## src/rtl/rtp_dly.sv

```systemverilog
// ----------------------------------------------------------------------------
// rtp_dly
// Fixed-length shift line that keeps side data aligned with the pipeline.
// ----------------------------------------------------------------------------
`default_nettype none

module rtp_dly #(
    parameter int W = 8,
    parameter int N = 4
) (
    input  wire logic         i_clk,
    input  wire logic [W-1:0] i_d,
    output logic      [W-1:0] o_q
);

    logic [W-1:0] r_sr [0:N-1];

    always_ff @(posedge i_clk) begin
        r_sr[0] <= i_d;
    end

    for (genvar k = 1; k < N; k++) begin : g_tap
        always_ff @(posedge i_clk) begin
            r_sr[k] <= r_sr[k-1];
        end
    end

    assign o_q = r_sr[N-1];

endmodule

`default_nettype wire

```

## config.mk

```make
export PLATFORM = sky130hd
export DESIGN_NAME = rtp_dly
export DESIGN_NICKNAME = d
export VERILOG_FILES = /design/src/rtl/rtp_dly.sv
export SDC_FILE = /design/constraint.sdc
export NUM_CORES = 1
export LEC_CHECK = 0
export BUFFER_PORTS_ARGS = -buffer_cell sky130_fd_sc_hd__buf_4
export CORE_UTILIZATION = 40
export CTS_BUF_LIST = sky130_fd_sc_hd__clkbuf_4 sky130_fd_sc_hd__clkbuf_8
export CTS_CLUSTER_DIAMETER = 200
export CTS_CLUSTER_SIZE = 8
export DETAILED_ROUTE_END_ITERATION = 7
export GPL_ROUTABILITY_DRIVEN = 0
export PLACE_DENSITY = 0.64
export REMOVE_ABC_BUFFERS = 1
export SYNTH_ARGS = -nofsm -noshare
export SYNTH_HDL_FRONTEND = slang
export SYNTH_SLANG_ARGS = --single-unit
```

## constraint.sdc

```tcl
create_clock -name i_clk -period 0.8 [get_ports i_clk]
set_input_delay 0 -clock i_clk [delete_from_list [all_inputs] [get_ports i_clk]]
set_output_delay 0 -clock i_clk [all_outputs]
set_load 0.05 [all_outputs]
```

# Word level (Yosys, flattened, before mapping)
# Memory sizes are Yosys's and may differ from the RTL's.
# Index checks and enable logic that the tools add are counted.
dict set report word_totals {
  elab_cells 1
  mem_bits_rw 32
  n_memories 1
  reg_bits 0
  out_inout_bits 8
  input_bits 9
}
# name depth width rd rd_ports_with_merged_regs wr line
set memory_table {}
lappend memory_table {r_sr 4 8 4 0 4 16} ;# logic [W-1:0] r_sr [0:N-1];

# Longest topological paths before layout
dict set report depth {
  word_depth 0
  mapped_depth 0
  mapped_depth_nobuf 0
}

# Worst setup path before layout
# Ideal clock, no wire load.
dict set report synth_path {
  kind {reg-to-output}
  startpoint {memory r_sr[3][0]}
  endpoint {output o_q[0]}
  stages_incl_launch_ff 1
  path_buffers 0
  arrival_ns 0.587
  path_slack_ns 0.213
  t_required_ns 0.800
  path_cell_list {dfxtp_1}
}
# item line
set synth_lines {}
lappend synth_lines {{start: declaration} 16}
lappend synth_lines {{end: declaration} 13} ;# output logic [W-1:0] o_q

==> insert_results.sql <==
INSERT INTO impl_metrics (metric_group, metric, value, unit) VALUES
('clock_network', 'tritoncts', 'built', ''),
('setup_path', 'worst_setup_path_endpoint', 'o_q[1]', ''),
('route', 'antenna_violating_nets_post_route', '0', ''),
('clock_network', 'cts-root-to-sink-buffers', '2', ''),
('route', 'detail_route.iter0.violations', '4', ''),
('floorplan', 'start_util', '42.52', '%'),
('sta', 'worst_slack', '0.01453', 'ns'),
('yosys', 'yosys_most_used_dff', 'sky130_fd_sc_hd__dfxtp_1', ''),
('setup_path', 'critPathLaunch', 'r_sr[3][1]$_DFF_P_', ''),
('route', 'routedWlPerCell', '6.925', 'µm'),
('setup_path', 'crit_chain', 'buf_6', ''),
('cells_and_area', 'n_multi_input_combinational_cell', '0', ''),
('setup_path', 'path_delay_family', 'flip-flops', ''),
('global_routing', 'groute.usage.overall', '8.891', '%'),
('cells_and_area', 'multi_input_area', '0', 'µm²'),
('pwr', 'ir_worst_vdd', '1709', 'µV'),
('yosys', 'synth_seq_cells', '32', ''),
('route', 'vias', '314', ''),
('sta', 'setup-violations-final', '0', ''),
('global_routing', 'antenna_violations_before_repair', '0', ''),
('setup_path', 'worst-r2r-cell-count', '0', ''),
('setup_path', 'critPathSlowestCell', 'sky130_fd_sc_hd__dfxtp_2', ''),
('setup_path', 'cp_data_arrival_time', '0.79', 'ns'),
('floorplan', 'die_area', '0.001766', 'mm²'),
('sta', 'clock_skew', '0.004923', 'ns'),
('route', 'totalWireLength', '554', 'µm'),
('placed_design', 'placement.setup.worst_slack', '0.3205', 'ns'),
('setup_path', 'timing.reg2reg.setup_slack', '0.39', 'ns'),
('setup_path', 'cell_count_along_the_critical_path', '1', ''),
('job', 'maxCapViolations', '0', ''),
('global_routing', 'grt_overflow_total', '0', ''),
('clock_network', 'cts.htree.levels', '2', ''),
('clock_network', 'worstSkewPairLatency', '0.31', 'ns'),
('cells_and_area', 'final_nets', '72', ''),
('floorplan', 'die_h', '42.02', 'µm'),
('clock_network', 'cts_root_buffer', 'sky130_fd_sc_hd__clkbuf_4', ''),
('min_path', 'timing.hold.worst.start', 'i_d[6]', ''),
('yosys', 'synth-edff-count', '0', ''),
('clock_network', 'cts_made_buffers', '5', ''),
('run_status', 'status', 'finished clean', ''),
('route', 'route.detailed.vias_per_inst', '3.925', ''),
('cells_and_area', 'largest-register', 'r_sr', ''),
('yosys', 'synth.top_cells.by_count', '32 x sky130_fd_sc_hd__dfxtp_1', ''),
('pwr', 'power.total', '3.179', 'mW'),
('sta', 'rsz_0062_raised_after_global_routing', 'yes', ''),
('yosys', 'synth_area', '640.6', 'µm²'),
('yosys', 'yosys.cell_types.count', '1', ''),
('yosys', 'synth.area.top_cells', 'sky130_fd_sc_hd__dfxtp_1 100%', ''),
('yosys', 'top_count_cell_post_synth', 'sky130_fd_sc_hd__dfxtp_1', ''),
('placed_design', 'numPortBuffers', '16', ''),
('cells_and_area', 'drive_above_1_share', '50.00', '%'),
('yosys', 'synth_sequential_area_ratio', '100.0', '%'),
('placed_design', 'dpl_cell_area', '780.7', 'µm²'),
('route', 'drcViolationCount', '0', ''),
('clock_network', 'clkTransAtPathRegs', '0.09', 'ns'),
('pwr', 'powerDensity', '3180', 'mW/mm²'),
('setup_path', 'worst_setup_path_start_kind', 'flip-flop', ''),
('sta', 'timing_worst_slew_pin_value', '0.1076', 'ns'),
('sta', 'min_period_over_period', '98.18', '%'),
('sta', 'hold_viol_final', '0', ''),
('floorplan', 'die_width', '42.02', 'µm'),
('yosys', 'synth_top_cell_by_area', 'sky130_fd_sc_hd__dfxtp_1', ''),
('cells_and_area', 'stdcell_area', '999.7', 'µm²'),
('yosys', 'synth_warnings', '0', ''),
('cells_and_area', 'synthToLayoutAreaGrowth', '56.05', '%'),
('setup_path', 'number_of_buffers_and_inverters_on_the_critical_path', '1', ''),
('sta', 'timing.final.max_slew_violations', '0', ''),
('sta', 'relSlewSlack', '92.84', '%'),
('yosys', 'synth_area_per_cell', '20.02', 'µm²'),
('sta', 'timing.hold.ws', '0.3209', 'ns'),
('clock_network', 'tritoncts_num_sinks', '32', '');
==> repair_timing <==
action	in CTS	in global routing
hold buffers	8	0
hold endpoints to repair	8	0
endpoints found under the setup margin	8	8
gates resized for setup	16	1
==> power by group <==
group          internal (mW)  total [mW]  switching [mW]
Clock                  0.830        1.30           0.466
Combinational         0.0912       0.182          0.0911
Sequential              1.68        1.70          0.0200
Total                   2.60        3.18           0.577
==> metal layers <==
| metal | track usage (%) | vias up | routed length [µm] |
|---|---|---|---|
| li1 | - | 159 | - |
| met1 | 6.590 | 137 | 208 |
| met2 | 12.81 | 18 | 282 |
| met3 | 7.759 | 0 | 63 |
| met4 | 9.375 | 0 | 0 |
| met5 | 0 | - | 0 |
==> worst min path at each step <==
stage,to,cells past startpoint
floorplan,r_sr[0][0]$_DFF_P_,0
global placement,r_sr[0][0]$_DFF_P_,1
detailed placement,r_sr[0][3]$_DFF_P_,1
CTS,r_sr[0][6]$_DFF_P_,2
global route,r_sr[0][6]$_DFF_P_,2
finish,r_sr[0][6]$_DFF_P_,2
==> metrics by stage <==
step / TNS, ns / utilization (%)
after floorplan: 0 / -
after global placement: 0 / 51.83
after detailed placement: 0 / 51.83
after CTS: -0.03697 / 66.11
after global routing: -0.1739 / 66.36
final: 0 / 66.36
==> cells by family (layout without fill, tap and decap cells) <==
family,after synthesis,count (layout),synth area share (%)
buffers and inverters,0,32,0
DFF,32,32,100.0
==> area by class of cell <==
type,count,share of cell area (%)
Clock inverter,1,3.004
Timing Repair Buffer,24,23.40
Sequential cell,32,65.08
Tap cell,16,2.003
Clock buffer,7,6.508
==> layout by cell type (no fill, tap or decap) <==
cell type and instances:
sky130_fd_sc_hd__buf_4 8, sky130_fd_sc_hd__dlygate4sd3_1 8, sky130_fd_sc_hd__dfxtp_2 8, sky130_fd_sc_hd__buf_8 1
sky130_fd_sc_hd__clkbuf_4 5, sky130_fd_sc_hd__dfxtp_1 24, sky130_fd_sc_hd__clkbuf_8 2, sky130_fd_sc_hd__buf_6 7
sky130_fd_sc_hd__bufinv_16 1
No activity file was read; power rests on OpenSTA's default activity.
