===== src/rtl/rtp_pkg.sv =====
// ----------------------------------------------------------------------------
// rtp_pkg
// Shared types, fixed widths, constants and the arctangent table of the
// rotating tidal potential datapath.
// ----------------------------------------------------------------------------
`default_nettype none

package rtp_pkg;

    // field widths fixed by the item and register formats
    localparam int TIME_W    = 32;
    localparam int SPEED_W   = 32;
    localparam int GRAV_W    = 31;
    localparam int RAD_W     = 31;
    localparam int RES_W     = 64;
    localparam int R3_W      = 3 * RAD_W;

    // datapath constants
    localparam int MUL_DIGIT  = 16;     // multiplier operand bits per cell
    localparam int TRIG_W     = 34;     // cordic datapath width, Q4.30 values
    localparam int TRIG_SHIFT = 60;     // base scaled to the Q.60 of proj^2
    localparam int QUO_SHIFT  = 29;     // 2^61 / 2^32 folded into the dividend
    localparam int ANG_W      = 32;     // binary angle, 2^32 per turn

    localparam logic [30:0] INV_TWO_PI_TURNS = 31'd683565276;

    localparam logic signed [TRIG_W-1:0] CORDIC_START   = 34'sd652032874;
    localparam logic signed [TRIG_W-1:0] CORDIC_ONE     = 34'sd1073741824;
    localparam logic signed [TRIG_W-1:0] CORDIC_QUARTER = 34'sd1073741824;
    localparam logic signed [TRIG_W-1:0] CORDIC_HALF    = 34'sd2147483648;

    // configuration register indexes
    localparam int CFG_IDX_W = 4;
    typedef logic [CFG_IDX_W-1:0] t_cfg_idx;

    localparam t_cfg_idx CFG_CENTER_X   = 4'd0;
    localparam t_cfg_idx CFG_CENTER_Y   = 4'd1;
    localparam t_cfg_idx CFG_CENTER_Z   = 4'd2;
    localparam t_cfg_idx CFG_GRAV_MASS  = 4'd3;
    localparam t_cfg_idx CFG_ORBIT_RAD  = 4'd4;
    localparam t_cfg_idx CFG_ORBIT_SPD  = 4'd5;
    localparam t_cfg_idx CFG_FIXED_POS  = 4'd6;
    localparam t_cfg_idx CFG_CENTRIFUGE = 4'd7;

    // atan(2^-i) in binary angle units
    function automatic logic [31:0] atan_turn(input logic [4:0] idx);
        logic [31:0] v;
        case (idx)
            5'd0:  v = 32'h20000000;
            5'd1:  v = 32'h12E4051E;
            5'd2:  v = 32'h09FB385B;
            5'd3:  v = 32'h051111D4;
            5'd4:  v = 32'h028B0D43;
            5'd5:  v = 32'h0145D7E1;
            5'd6:  v = 32'h00A2F61E;
            5'd7:  v = 32'h00517C55;
            5'd8:  v = 32'h0028BE53;
            5'd9:  v = 32'h00145F2F;
            5'd10: v = 32'h000A2F98;
            5'd11: v = 32'h000517CC;
            5'd12: v = 32'h00028BE6;
            5'd13: v = 32'h000145F3;
            5'd14: v = 32'h0000A2FA;
            5'd15: v = 32'h0000517D;
            5'd16: v = 32'h000028BE;
            5'd17: v = 32'h0000145F;
            5'd18: v = 32'h00000A30;
            5'd19: v = 32'h00000518;
            5'd20: v = 32'h0000028C;
            5'd21: v = 32'h00000146;
            5'd22: v = 32'h000000A3;
            5'd23: v = 32'h00000051;
            5'd24: v = 32'h00000029;
            5'd25: v = 32'h00000014;
            5'd26: v = 32'h0000000A;
            5'd27: v = 32'h00000005;
            5'd28: v = 32'h00000003;
            5'd29: v = 32'h00000001;
            5'd30: v = 32'h00000001;
            default: v = 32'h00000000;
        endcase
        return v;
    endfunction

endpackage

`default_nettype wire


===== src/rtl/rtp_mul.sv =====
// ----------------------------------------------------------------------------
// rtp_mul
// Signed multiplier as a row of cells; each cell folds one digit of b into
// the running sum and hands a, the rest of b and the sum to the next cell.
// ----------------------------------------------------------------------------
`default_nettype none

module rtp_mul #(
    parameter int AW = 32,
    parameter int BW = 32
) (
    input  wire logic               i_clk,
    input  wire logic signed [AW-1:0]    i_a,
    input  wire logic signed [BW-1:0]    i_b,
    output logic      signed [AW+BW-1:0] o_p
);

    localparam int DG  = rtp_pkg::MUL_DIGIT;
    localparam int ND  = (BW + DG - 1) / DG;
    localparam int BPW = ND * DG;
    localparam int ACW = AW + BPW + 1;

    logic signed [AW-1:0]  w_a   [0:ND-1];
    logic signed [BPW-1:0] w_b   [0:ND-1];
    logic signed [ACW-1:0] w_acc [0:ND-1];

    logic signed [AW-1:0]  r_a   [0:ND-2];
    logic signed [BPW-1:0] r_b   [0:ND-2];
    logic signed [ACW-1:0] r_acc [0:ND-1];

    assign w_a[0]   = i_a;
    assign w_b[0]   = BPW'(i_b);
    assign w_acc[0] = '0;

    for (genvar k = 0; k < ND; k++) begin : g_cell
        logic        [DG-1:0]   dig;
        logic signed [DG:0]     digs;
        logic signed [AW+DG:0]  pp;
        logic signed [ACW-1:0]  ppx;

        assign dig  = w_b[k][k*DG +: DG];
        // top digit carries the sign of b
        assign digs = (k == ND - 1) ? $signed({dig[DG-1], dig}) : $signed({1'b0, dig});
        assign pp   = w_a[k] * digs;
        assign ppx  = ACW'(pp);

        always_ff @(posedge i_clk) begin
            r_acc[k] <= w_acc[k] + (ppx <<< (k * DG));
        end

        if (k < ND - 1) begin : g_pass
            always_ff @(posedge i_clk) begin
                r_a[k] <= w_a[k];
                r_b[k] <= w_b[k];
            end
            assign w_a[k+1]   = r_a[k];
            assign w_b[k+1]   = r_b[k];
            assign w_acc[k+1] = r_acc[k];
        end
    end

    assign o_p = r_acc[ND-1][AW+BW-1:0];

endmodule

`default_nettype wire


===== config.mk =====
export PLATFORM = sky130hd
export DESIGN_NAME = rtp_mul
export DESIGN_NICKNAME = d
export VERILOG_FILES = /design/src/rtl/rtp_pkg.sv /design/src/rtl/rtp_mul.sv
export SDC_FILE = /design/constraint.sdc
export NUM_CORES = 2
export LEC_CHECK = 0
export ABC_CLOCK_PERIOD_IN_PS = 9100
export BUFFER_PORTS_ARGS = -buffer_cell sky130_fd_sc_hd__buf_4
export CORE_MARGIN = 10
export CORE_UTILIZATION = 66
export DETAILED_ROUTE_END_ITERATION = 10
export GPL_TIMING_DRIVEN = 0
export PLACE_DENSITY = 0.84
export SLEW_MARGIN = 20
export SYNTH_ARGS = -nofsm -noshare
export SYNTH_HDL_FRONTEND = slang
export SYNTH_SLANG_ARGS = --single-unit

===== constraint.sdc =====
create_clock -name i_clk -period 9.1 [get_ports i_clk]
set_input_delay 0.91 -clock i_clk [delete_from_list [all_inputs] [get_ports i_clk]]
set_output_delay 0.91 -clock i_clk [all_outputs]
set_load 0.1 [all_outputs]

Word-level counts from Yosys, hierarchy flattened
Memory sizes are Yosys's and may differ from the RTL's.
Cells that the tools add are included.
{"block": "word_totals", "n_memories": 3, "out_inout_bits": 64, "mem_bits_rw": 194, "regBits": 0, "wordCells": 6, "input_bits": 65, "latch_bits": 0, "mem_bits_ro": 0}
{"name": "r_acc", "depth": 2, "width": 65, "read_ports": 2, "rd_clocked_by_memory_dff": 0, "write_ports": 2, "line_no": "rtp_mul.sv:29", "source": "logic signed [ACW-1:0] r_acc [0:ND-1];"}
{"name": "r_a", "depth": 1, "width": 32, "read_ports": 1, "rd_clocked_by_memory_dff": 0, "write_ports": 1, "line_no": "rtp_mul.sv:27", "source": "logic signed [AW-1:0] r_a [0:ND-2];"}
{"name": "r_b", "depth": 1, "width": 32, "read_ports": 1, "rd_clocked_by_memory_dff": 0, "write_ports": 1, "line_no": "rtp_mul.sv:28", "source": "logic signed [BPW-1:0] r_b [0:ND-2];"}
{"block": "classes", "div": 0, "n_addsub": 1, "bitwise": 0, "order_cmp": 0, "mux": 0, "eq_ne": 0, "mul": 2, "shifts": 0, "n_reduce_logical": 0}
{"op": "$add A65 B64 Y65", "n": 1}
{"op": "$mul A32 B17 Y49", "n": 1}
{"op": "$mul A32 B16 Y48", "n": 1}

Depth between registers and ports, before layout
An unclocked memory read counts as a cell.
{"block": "depth", "depth_word": 3, "depth_mapped": 37, "depth_no_buf": 35}

Least setup slack after synthesis
No wires, ideal clock.
{"block": "synth_path", "kind": "reg-to-reg", "from": "memory r_a[0][14]", "to": "memory r_acc[0][127] (netlist bit)", "path_slack_ns": 0.743, "stages_incl_launch_ff": 35, "t_required_ns": 8.976, "arrival_ns": 8.234, "n_path_buf": 1, "period_less_slack_ns": 8.357, "cell_sequence": "dfxtp_1 > clkbuf_1 > nand2_1 > fa_1 > inv_1 > fa_1 > inv_1 > fa_1 > inv_1 > fa_1 > fa_1 > inv_1 > fa_1 > inv_1 > ha_1 > and3_1 > nand2_1 > or3_1 > nand2_1 > nor2_1 > o21ai_0 > nand2_1 > o31ai_1 > xor2_1 > ha_1 > and3_1 > a31oi_1 > o221ai_1 > a21o_1 > a221o_1 > a31o_2 > a221o_1 > a41oi_1 > mux2i_1 > nand3_1"}
{"element": "from (decl)", "line_no": "rtp_mul.sv:27"}
{"element": "to (decl)", "line_no": "rtp_mul.sv:29"}

==> out/results.tsv <==
stage	metric	value	unit
place	post-place-ws	-0.737	ns
cts	clk_latency	0.50	ns
timing	final-hold-violation-count	0	
synth	synth_top_family_by_area	adder cells	
synth	synthFlopType	dfxtp_1	
layout	fin_nets	6086	
cts	cts_made_buffers	17	
global_route	antenna_found_initial	6	
cts	postCtsHoldBufs	0	
timing	finalMaxSlewViolations	0	
global_route	busiest_layer	met2	
synth	synthAdderAreaFrac	55.5	%
timing	worst_pin_slew	1.06	ns
floorplan	ios	129	
synth	yosysWarnings	0	
synth	synthTopCellsByArea	fa_1 47%, inv_1 10%, ha_1 8.5%	
synth	synth-compound-area-share	6.06	%
synth	synth_area	41600	µm²
synth	ys_types	63	
worst_setup_path	crit_start	r_b[0][29]$_DFF_P_	
worst_setup_path	timing.rr.start	r_b[0][29]$_DFF_P_	
synth	yosysTopAreaCell	fa_1	
layout	final_common_cell	inv_1	
layout	design_area	44800	µm²
detailed_routing	drtIter0Drc	2575	
worst_setup_path	crit_required	9.48	ns
timing	holdWs	0.328	ns
layout	drive_gt1_share	8.29	%
synth	synth_top_area_share	47.0	%
floorplan	coreArea	62100	µm²
synth	syn-num-nets	5937	
global_route	grt_use_met3	10.6	%
synth	postSynthCellCount	4615	
worst_setup_path	arrival	9.28	ns
worst_setup_path	start_kind	register	
layout	fillers	4447	
synth	synthSimpleGateAreaFrac	14.8	%
detailed_routing	post_drt_wl_per_cell	20.3	µm
floorplan	die_area	73400	µm²
global_route	grt_use_met2	50.1	%
floorplan	num_rows	91	
timing	min_period	8.89	ns
detailed_routing	finalWirelength	114000	µm
place	dpl_cell_area	43600	µm²
synth	synth_edf_count	0	
worst_setup_path	worst-r2r-setup-slack	0.21	ns
place	io_buffers	128	
cts	cts_root_buf	clkbuf_16	
layout	syn2layout_area_growth	7.86	%
global_route	grt.total_usage	32.0	%
global_route	grt_start_max_net_pins	20	
place	place.gp.congestion	1.01	
worst_setup_path	r2r_cells	31	
detailed_routing	drtAntennaViolNets	0	
synth	yosys_register_bits	161	
floorplan	start_util	67.0	%
worst_setup_path	cp_slowest_cell	fa_1	
worst_setup_path	worstPathMaxFanout	10	
place	hpwl	95900	µm
timing	period_share	97.7	%
timing	max_freq	0.112	GHz
cts	clk_pin_slew	0.08	ns
floorplan	die_h	271	µm
synth	synth_xor_area_share	2.91	%
worst_setup_path	criticalPathCategory	register to register	
synth	synth_mux_area_share	0.0241	%
synth	avgSynthCellArea	9.01	µm²
timing	rsz0062_at_grt	true	
floorplan	dieWidth	271	µm
global_route	grt-ovfl-total	0	
global_route	met1_usage	39.7	%
cts	clockBufferDepth	2	
detailed_routing	vias	31610	
synth	async_flop_share	0	%
detailed_routing	via_per_inst	5.63	
run_status	status	finished clean	
worst_setup_path	setup.worst_path.end	r_acc[0][127]$_DFF_P_	
detailed_routing	drc	0	
timing	final-setup-viol-count	0	
global_route	grt_pass1_wl	183000	µm
timing	skew	0.0202	ns
timing	slew_headroom	29.1	%
timing	worst_slack	0.206	ns
synth	seq_area_frac_synth	7.75	%
layout	final_cell_mix	1131 x inv_1, 976 x fa_1, 664 x nand2_1, 395 x and2_1, 273 x ha_1	
worst_setup_path	max_stage_delay	0.60	ns
worst_setup_path	reg2reg_to	r_acc[0][127]$_DFF_P_	
global_route	grt_pass1_vias	33912	
worst_setup_path	end_kind	register	
cts	htree_num_levels	4	
hold_path	holdCritPathClass	register to register	
worst_setup_path	crit_path_frequent_cell	fa_1	
cts	cts_tree	done	
detailed_routing	drt_first_pass_iters	6	
cts	cts.sinks	161	
job	max_cap_viol_count	0	
-- through the flow --
| stage | cells | utilization [%] | TNS, ns |
|---|---|---|---|
| 2_1_floorplan | 4615 | - | 0 |
| 3_3_place_gp | 5580 | 70.2 | -3.92 |
| 3_5_place_dp | 5580 | 70.2 | -4.01 |
| 4_1_cts | 5613 | 71.6 | 0 |
| 5_1_grt | 5615 | 72.2 | -0.220 |
| 6_report | 5617 | 72.3 | 0 |
-- worst min-delay path by stage --
| stage | to | slack, ns | start | cells past startpoint |
|---|---|---|---|---|
| after floorplan | r_acc[0][65]$_DFF_P_ | 0.31 | r_acc[0][0]$_DFF_P_ | 0 |
| after global placement | r_acc[0][80]$_DFF_P_ | 0.31 | r_acc[0][15]$_DFF_P_ | 0 |
| after detailed placement | r_acc[0][65]$_DFF_P_ | 0.31 | r_acc[0][0]$_DFF_P_ | 0 |
| after CTS | r_acc[0][67]$_DFF_P_ | 0.33 | r_acc[0][2]$_DFF_P_ | 0 |
| after global routing | r_acc[0][79]$_DFF_P_ | 0.33 | r_acc[0][14]$_DFF_P_ | 0 |
| final | r_acc[0][67]$_DFF_P_ | 0.33 | r_acc[0][2]$_DFF_P_ | 0 |
-- cell type report --
class	count	area, µm²	area share, %
diodes	3	7.51	0.0167
plain buffers	237	1440	3.20
clock buffers	17	425	0.949
clock inverters	15	195	0.435
inverters	1131	4250	9.47
multi-input cells	3083	33200	74.0
flip-flops and latches	161	3320	7.41
well taps	837	1050	2.34
repair buffers	133	998	2.23
-- synth_stat cells (18+ instances only) --
| master | instances |
|---|---|
| nand2_1 | 666 |
| nand3_1 | 23 |
| a21o_1 | 66 |
| a21oi_1 | 116 |
| ha_1 | 281 |
| o21ai_0 | 65 |
| o21bai_1 | 18 |
| xnor2_1 | 101 |
| and2_1 | 395 |
| nand2b_1 | 25 |
| xor2_1 | 37 |
| inv_1 | 1131 |
| dfxtp_1 | 161 |
| buf_4 | 64 |
| fa_1 | 976 |
| nor2_1 | 112 |
| clkbuf_1 | 176 |
| o21a_1 | 25 |
-- state kept, by name, indices dropped and copies added (netlist names) --
| signal | flops |
|---|---|
| r_acc | 113 |
| r_a | 32 |
| r_b | 16 |
-- kinds of logic after synthesis --
group | after synthesis
flip-flops | 161
buffers and inverters | 1371
multiplexers | 1
adder cells (fa/ha/maj) | 1257
AND/OR/NAND/NOR | 1302
XOR/XNOR | 138
AO/OA/AOI/OAI | 385
-- layer usage --
metal,routed length (µm),share of wire [%]
met5,96,0.084
met2,51800,45
met4,5810,5.1
met1,42000,37
met3,14200,12
-- repair_timing --
action / 4_1_cts / 5_1_grt
setup endpoints to repair: 14 / 17
gates resized for setup: 133 / 200
setup buffers: 1 / 4
pin swaps: 3 / 10
hold endpoints to repair: 0 / 0
-- worst max-delay path: cells and delay by family (launching register included) --
| family | cells | cell delay, ns |
|---|---|---|
| compound gates | 9 | 2.16 |
| xor+xnor | 1 | 0.30 |
| fa+ha+maj | 8 | 3.65 |
| buf+inv | 3 | 0.37 |
| flops | 1 | 0.48 |
| mux | 1 | 0.21 |
| simple gates | 9 | 1.58 |
Power is not shown: default switching activity piles up to over one toggle a cycle in this logic, so the estimate is an artifact.
